<file path="src/hw/rtl/flmb_pkg.sv">
`timescale 1ns / 1ps

package flmb_pkg;

	localparam int TABLE_ENTRIES_DEF = 256;

	// item kinds
	localparam logic [1:0] KIND_START  = 2'd0;
	localparam logic [1:0] KIND_HEADER = 2'd1;
	localparam logic [1:0] KIND_FINISH = 2'd2;
	localparam logic [1:0] KIND_LOOKUP = 2'd3;

	// header actions
	localparam logic [2:0] ACT_IGNORED = 3'd0;
	localparam logic [2:0] ACT_BEYOND  = 3'd1;
	localparam logic [2:0] ACT_NEW     = 3'd2;
	localparam logic [2:0] ACT_REPLACE = 3'd3;
	localparam logic [2:0] ACT_OLDER   = 3'd4;
	localparam logic [2:0] ACT_BAD     = 3'd5;

	// config register indexes
	localparam logic [2:0] REG_TARGET_VOL  = 3'd0;
	localparam logic [2:0] REG_LAYOUT_MODE = 3'd1;
	localparam logic [2:0] REG_USABLE      = 3'd2;
	localparam logic [2:0] REG_LAYOUT_LEN  = 3'd3;
	localparam logic [2:0] REG_HIGHEST     = 3'd4;

	typedef struct packed {
		logic [7:0]  blk;
		logic [63:0] seq;
		logic [23:0] len;
		logic [23:0] size;
	} entry_t;

	typedef struct packed {
		logic capture; // request accepted: latch fields, start map read
		logic exec;    // evaluate start, header or lookup and load result
		logic mul;     // finish: register expected-length product
		logic fin;     // finish: compare and load result
	} ctl_cmd_t;

	typedef struct packed {
		logic [1:0] kind;
		logic       out_free;
	} ctl_sts_t;

endpackage

</file>
<file path="src/hw/rtl/flmb_ctrl.sv">
`timescale 1ns / 1ps

module flmb_ctrl (
	input  logic                clk,
	input  logic                arst_n,
	input  logic                in_valid,
	output logic                in_ready,
	input  flmb_pkg::ctl_sts_t  sts,
	output flmb_pkg::ctl_cmd_t  cmd
);

	localparam logic [1:0] ST_IDLE = 2'd0;
	localparam logic [1:0] ST_EXEC = 2'd1;
	localparam logic [1:0] ST_FIN  = 2'd2;

	logic [1:0] state_q;
	logic [1:0] state_d;

	always_comb begin
		state_d = state_q;
		cmd     = '0;
		unique case (state_q)
			ST_IDLE: begin
				if (in_valid) begin
					cmd.capture = 1'b1;
					state_d     = ST_EXEC;
				end
			end
			ST_EXEC: begin
				if (sts.kind == flmb_pkg::KIND_FINISH) begin
					cmd.mul = 1'b1;
					state_d = ST_FIN;
				end else if (sts.out_free) begin
					cmd.exec = 1'b1;
					state_d  = ST_IDLE;
				end
			end
			ST_FIN: begin
				if (sts.out_free) begin
					cmd.fin = 1'b1;
					state_d = ST_IDLE;
				end
			end
			default: begin
				state_d = ST_IDLE;
			end
		endcase
	end

	assign in_ready = (state_q == ST_IDLE);

	always_ff @(posedge clk or negedge arst_n) begin
		if (!arst_n) begin
			state_q <= ST_IDLE;
		end else begin
			state_q <= state_d;
		end
	end

endmodule

</file>
<file path="config.mk">
export PLATFORM = sky130hd
export DESIGN_NAME = flmb_ctrl
export DESIGN_NICKNAME = d
export VERILOG_FILES = /design/src/hw/rtl/flmb_pkg.sv /design/src/hw/rtl/flmb_ctrl.sv
export SDC_FILE = /design/constraint.sdc
export NUM_CORES = 1
export LEC_CHECK = 0
export ABC_AREA = 1
export BUFFER_PORTS_ARGS = -buffer_cell sky130_fd_sc_hd__buf_2
export CAP_MARGIN = 20
export CORE_AREA = 2 2 39 41
export CTS_BUF_LIST = sky130_fd_sc_hd__clkbuf_4 sky130_fd_sc_hd__clkbuf_8
export DETAILED_ROUTE_END_ITERATION = 7
export DIE_AREA = 0 0 41 43
export PLACE_DENSITY_LB_ADDON = 0.2
export SYNTH_ARGS = -nofsm -noshare
export SYNTH_HDL_FRONTEND = slang
export SYNTH_SLANG_ARGS = --single-unit
</file>
<file path="constraint.sdc">
create_clock -name clk -period 1.3 [get_ports clk]
set_input_delay 0.195 -clock clk [delete_from_list [all_inputs] [get_ports clk]]
set_output_delay 0.195 -clock clk [all_outputs]
set_load 0.01 [all_outputs]
</file>
# After elaboration in Yosys (flattened, before gate mapping)
# Cells that the tools add are included.
# totals
inputBits	6
register_bits	2
elab_cells	17
out_inout_bits	5
# op_classes
mux	11
reduce_logical	1
n_eq_ne	4
# op_table
cell	count
$mux W2	4
$mux W1	6
$pmux W2 S3	1
$eq A2 B2 Y1 const B	2
$eq A2 B1 Y1 const B	1
$logic_not A2 Y1	1
$ne A2 B2 Y1 const B	1

# Depth between registers and ports, before layout
# Gate-level depths: netlist of the first run.
# depth
depth_word	3
depth_mapped	5
depth_no_buf	5

# Worst setup path after synthesis of the first run
# No wires, ideal clock.
# synth_path
path_kind	flip-flop to output port
start	reg state_q[1]
end	out cmd[3] in the netlist's numbering
arrival_time_ns	0.702
slack_ns	0.403
stages_incl_launch_ff	6
required_time_ns	1.105
path_buffers	0
cell_sequence	dfrtp_1 -> inv_2 -> nand2_2 -> inv_2 -> nand2_2 -> inv_1
# synth_rtl
item	line_no	rtl
start: declaration	flmb_ctrl.sv:16	logic [1:0] state_q;
start signal: assignment	flmb_ctrl.sv:56	state_q <= state_d;
end: declaration	flmb_ctrl.sv:9	output flmb_pkg::ctl_cmd_t cmd

==> results of run 1 <==
## synth_stat cells
master | instances | share of area (%)
dfrtp_1 | 2 | 38
nand2_2 | 2 | 9.5
inv_1 | 3 | 8.6
nor2_1 | 3 | 8.6
nand2_1 | 4 | 11
o21ai_1 | 1 | 3.8
inv_2 | 3 | 8.6
nand3_1 | 2 | 7.6
nor3_1 | 1 | 3.8
## worst paths after layout
check / from / endpoint / slack (ns)
max reg2reg: state_q[1] / state_q[0] / 0.50
min reg2reg: state_q[0] / state_q[1] / 0.59
max: state_q[0] / cmd[3] / 0.10
min in group asynchronous: arst_n / state_q[1] / 0.29
min: in_valid / state_q[0] / 0.20
max in group asynchronous: arst_n / state_q[0] / 0.92
## what timing repair did
action | 4_1_cts | 5_1_grt
endpoints found under the setup margin | 0 | 2
hold buffers | 1 | 0
hold endpoints to repair | 2 | 0
buffers inserted | 0 | 1
## critical path, cell delays in order, from the launching register on
cell,delay [ns]
dfrtp_1,0.39
inv_2,0.07
nand2_2,0.06
inv_2,0.06
nand2_2,0.05
inv_1,0.04
buf_2,0.11
## kinds of logic (layout without fill, tap and decap cells)
group | Yosys count | in the layout | synth area share (%)
AND/OR/NAND/NOR | 12 | 12 | 40.9
buffers and inverters | 6 | 21 | 17.1
flip-flops | 2 | 2 | 38.1
AO/OA/AOI/OAI | 1 | 1 | 3.81
## cell type report
| type | instances | share of cell area, % |
|---|---|---|
| timing repair buffer | 12 | 28.0 |
| inverter | 6 | 9.33 |
| clock buffer | 3 | 9.33 |
| tap | 16 | 8.29 |
| sequential | 2 | 20.7 |
| multi-input combinational | 13 | 24.4 |
## report_power, final
group | internal, mW | total (mW) | switching [mW]
Combinational | 0.0559 | 0.132 | 0.0762
Clock | 0.102 | 0.138 | 0.0365
Sequential | 0.0769 | 0.0884 | 0.0115
## cell usage in the layout, fill, tap and decap left out
| cell type | instances |
|---|---|
| clkbuf_4 | 3 |
| dlygate4sd3_1 | 1 |
| buf_4 | 1 |
| dfrtp_1 | 2 |
| nand3_1 | 2 |
| nand2_1 | 4 |
| nor2_1 | 3 |
| o21ai_1 | 1 |
| nor3_1 | 1 |
| nand2_2 | 2 |
| buf_2 | 10 |
| inv_2 | 3 |
| inv_1 | 3 |
## metal layers
layer	vias up	GRT usage [%]	wire, um
li1	91	-	-
met1	73	4.81	96
met2	1	8.44	243
met3	0	3.14	8
met4	0	12.0	0
met5	-	0	0
==> impl_metrics.py, run 1 <==
metrics = {
    "run_status": {
        "status": "completed",
    },
    "sta": {
        "relSlewSlack_pct": 91.0,
        "finalCritPeriodShare_pct": 92.2,
        "rsz0062_at_grt": "no",
        "fin_hold_ws_ns": 0.198,
        "slew_violations": 0,
        "hold_viol": 0,
        "fin_ws_ns": 0.102,
        "tightest_slew_ns": 0.135,
        "setup_tns_ns": 0,
        "fin_skew_ns": 0.000871,
        "setup_viol": 0,
        "fmax_mhz": 834,
        "timing.final.crit_period_ns": 1.20,
    },
    "clock_tree": {
        "cts_max_level": 1,
        "clk_latency_ns": 0.22,
        "cts_tree": "yes",
        "cts_resized": 0,
        "cts.sinks": 2,
        "root_buffer": "clkbuf_4",
        "clk_pin_slew_ns": 0.03,
        "ctsLongestPathBuffers": 2,
        "cts_buffers": 3,
    },
    "drt": {
        "firstDrtPassIters": 1,
        "drt-wirelength-per-cell_um": 6.67,
        "drtIter0Drc": 0,
        "postRouteAntennaNets": 0,
        "vias": 165,
        "wirelength_um": 347,
        "viasPerCell": 3.17,
        "drc": 0,
    },
    "die": {
        "die_w_um": 41,
        "die-area_mm2": 0.00176,
        "coreArea_mm2": 0.00138,
        "boundaryPins": 11,
        "die_y_um": 43,
        "initial_utilization_pct": 9.49,
        "rows": 14,
    },
    "pwr": {
        "power.total_mw": 0.359,
        "p_leak_nw": 0.150,
        "max-vdd-ir-drop_mv": 0.266,
        "powerDensity_mw_per_mm2": 1490,
    },
    "grt": {
        "grt_max_degree": 5,
        "grt_pass1_wl_um": 641,
        "antenna_found_initial": 0,
        "track_usage_pct": 6.62,
        "grt_pass1_vias": 182,
        "grt_overflow": 0,
    },
    "placed_design": {
        "place_area_um2": 201,
        "io_buffers": 10,
        "hpwl_um": 280,
        "place.gp.congestion": 0.559,
        "place_ws_ns": 0.318,
        "place_inst": 47,
    },
    "layout": {
        "layout-drive-gt1-share_pct": 52.8,
        "multi_input_area_um2": 58.8,
        "fin_util_pct": 17.5,
        "antennaDiodeCount": 0,
        "top_register": "state_q",
        "finalInstanceArea_um2": 241,
        "area_delta_synth_final_pct": 83.8,
        "largest_register_ffs": 2,
        "n_fill_cell": 162,
        "fin_cells": 52,
        "ff_latch_area_um2": 50.0,
        "reg_top3": "state_q x2",
        "nNetsFinal": 44,
    },
    "critical_path": {
        "crit_arrival_ns": 1.00,
        "worstPathRequired_ns": 1.11,
        "cp-start-kind": "flip-flop",
        "endpoint_kind": "output pin",
        "crit_fanout": 3,
        "crit_type": "reg2out",
        "reg2reg_depth": 4,
    },
    "yosys": {
        "synth_fp_nets": 27,
        "syn-cell-area_um2": 131,
        "ys_warn_count": 0,
        "avgSynthCellArea_um2": 6.26,
        "synth.yosys.seq_area_share_pct": 38.1,
        "synth_cell_types": 9,
        "syn_inst": 21,
        "ys_ff_latch": 2,
    },
    "flow_run": {
        "drv_cap": 0,
    },
    "worst_hold_path": {
        "min_path_cells": 3,
        "min_path_type": "in2reg",
    },
}
Note: power is estimated with default switching activity, not from simulation.
==> inputs of run 2 (changes only) <==
- BUFFER_PORTS_ARGS: -buffer_cell sky130_fd_sc_hd__buf_2 -> -buffer_cell sky130_fd_sc_hd__buf_4
- RECOVER_POWER: default -> 25
==> impl_metrics.py, run 2 (synthesis gave the netlist of run 1 again) <==
metrics = {
    "run_status": {
        "status": "completed",
    },
    "critical_path": {
        "cp-start-kind": "flip-flop",
        "cp_top_family": "flip-flops",
        "worstPathRequired_ns": 1.11,
        "endpoint_kind": "output pin",
        "worst-path-buf-inv": 4,
        "crit_fanout": 3,
        "critPathMaxStageDelay_ns": 0.40,
        "worst_path_max_delay_cell": "dfrtp_1",
        "crit_chain": "inv_2, nand2_2, inv_2, nand2_2, inv_1, buf_4",
        "crit_arrival_ns": 1.02,
        "crit_type": "reg2out",
    },
    "flow_run": {
        "drv_cap": 0,
    },
    "drt": {
        "vias": 168,
        "postRouteAntennaNets": 0,
        "wirelength_um": 358,
        "drtIter0Drc": 2,
        "drc": 0,
        "drt-wirelength-per-cell_um": 7.02,
        "viasPerCell": 3.29,
        "firstDrtPassIters": 2,
    },
    "placed_design": {
        "place_inst": 47,
        "place_ws_ns": 0.320,
        "place.gp.congestion": 0.526,
        "io_buffers": 10,
        "hpwl_um": 290,
    },
    "sta": {
        "rsz0062_at_grt": "no",
        "setup_viol": 0,
        "fmax_mhz": 823,
        "hold_viol": 0,
        "relSlewSlack_pct": 90.1,
        "tightest_slew_ns": 0.148,
        "setup_tns_ns": 0,
        "fin_skew_ns": 0.00198,
        "timing.final.crit_period_ns": 1.21,
        "fin_ws_ns": 0.0851,
        "slew_violations": 0,
        "finalCritPeriodShare_pct": 93.5,
    },
    "layout": {
        "largest_register_ffs": 2,
        "layout-drive-gt1-share_pct": 54.3,
        "top_register": "state_q",
        "antennaDiodeCount": 0,
        "final_common_cell": "buf_4",
        "fin_util_pct": 18.8,
        "nNetsFinal": 43,
        "fin_cells": 51,
        "reg_top3": "state_q x2",
        "area_delta_synth_final_pct": 98.1,
    },
    "clock_tree": {
        "cts.sinks": 2,
        "clk_pin_slew_ns": 0.03,
        "cts_max_level": 1,
        "clk_latency_ns": 0.23,
        "root_buffer": "clkbuf_4",
        "cts_buffers": 3,
        "ctsLongestPathBuffers": 2,
        "cts_tree": "yes",
    },
    "grt": {
        "grt_overflow": 0,
        "antenna_found_initial": 0,
        "grt_pass1_wl_um": 600,
        "grt_max_degree": 5,
        "grt_pass1_vias": 177,
        "use_met3_pct": 4.71,
        "met1_usage_pct": 3.85,
        "met2_usage_pct": 8.13,
        "top_usage_layer": "met4",
        "track_usage_pct": 6.22,
    },
    "worst_hold_path": {
        "min_path_type": "in2reg",
    },
    "die": {
        "initial_utilization_pct": 9.49,
        "coreArea_mm2": 0.00138,
        "die_w_um": 41,
        "rows": 14,
        "die_y_um": 43,
        "die-area_mm2": 0.00176,
        "boundaryPins": 11,
    },
    "pwr": {
        "powerDensity_mw_per_mm2": 1470,
        "p_leak_nw": 0.147,
        "max-vdd-ir-drop_mv": 0.262,
    },
}
-- run 2: cell count changes in the layout (fill, tap and decap cells not counted), sizes merged --
| cell | change |
|---|---|
| buf | -2 |
| clkbuf | +1 |
-- run 2: cell type report --
type                       instances  area [um2]
clock buffer                       3        22.5
multi-input combinational         13        63.8
fill                             170        1120
tap                               16        20.0
timing repair buffer              11        81.3
inverter                           6        22.5
sequential                         2        50.0
-- run 2: final timing paths --
check | from | end | slack (ns) | cells past startpoint
min reg2reg | state_q[1] | state_q[1] | 0.55 | 2
min in group asynchronous | arst_n | state_q[1] | 0.28 | 2
min | in_valid | state_q[0] | 0.19 | 3
max in group asynchronous | arst_n | state_q[0] | 0.89 | 2
max | state_q[0] | cmd[3] | 0.09 | 6
max reg2reg | state_q[0] | state_q[0] | 0.52 | 5
-- run 2: layer usage --
layer | up-vias | wire length [um]
li1 | 90 | -
met1 | 73 | 115
met2 | 3 | 222
met3 | 2 | 6
met4 | 0 | 13
met5 | - | 0
-- run 2: power by group --
part	total (mW)	switching (mW)	internal [mW]
Clock	0.141	0.0393	0.102
Combinational	0.149	0.0791	0.0702
Sequential	0.0912	0.0143	0.0769
-- run 2: repair_timing --
item,in CTS,in global routing
buffers inserted,0,0
endpoints found under the setup margin,0,1
resized for setup,0,2
hold buffers,1,0
hold endpoints to repair,2,0
-- run 2: per-stage QoR --
stage	cell area, um2	power (mW)	hold WS (ns)
2_1_floorplan	131	0.169	-0.101
3_3_place_gp	226	0.240	-0.0206
3_5_place_dp	226	0.236	-0.0196
4_1_cts	259	0.385	0.194
5_1_grt	260	0.422	0.206
6_report	260	0.382	0.192
-- run 2: worst reg2reg max path, cell delays in order (launching register included) --
cell     delay, ns
dfrtp_1       0.38
inv_2         0.06
nand2_2       0.08
inv_2         0.04
nand2_2       0.05
nand2_1       0.05
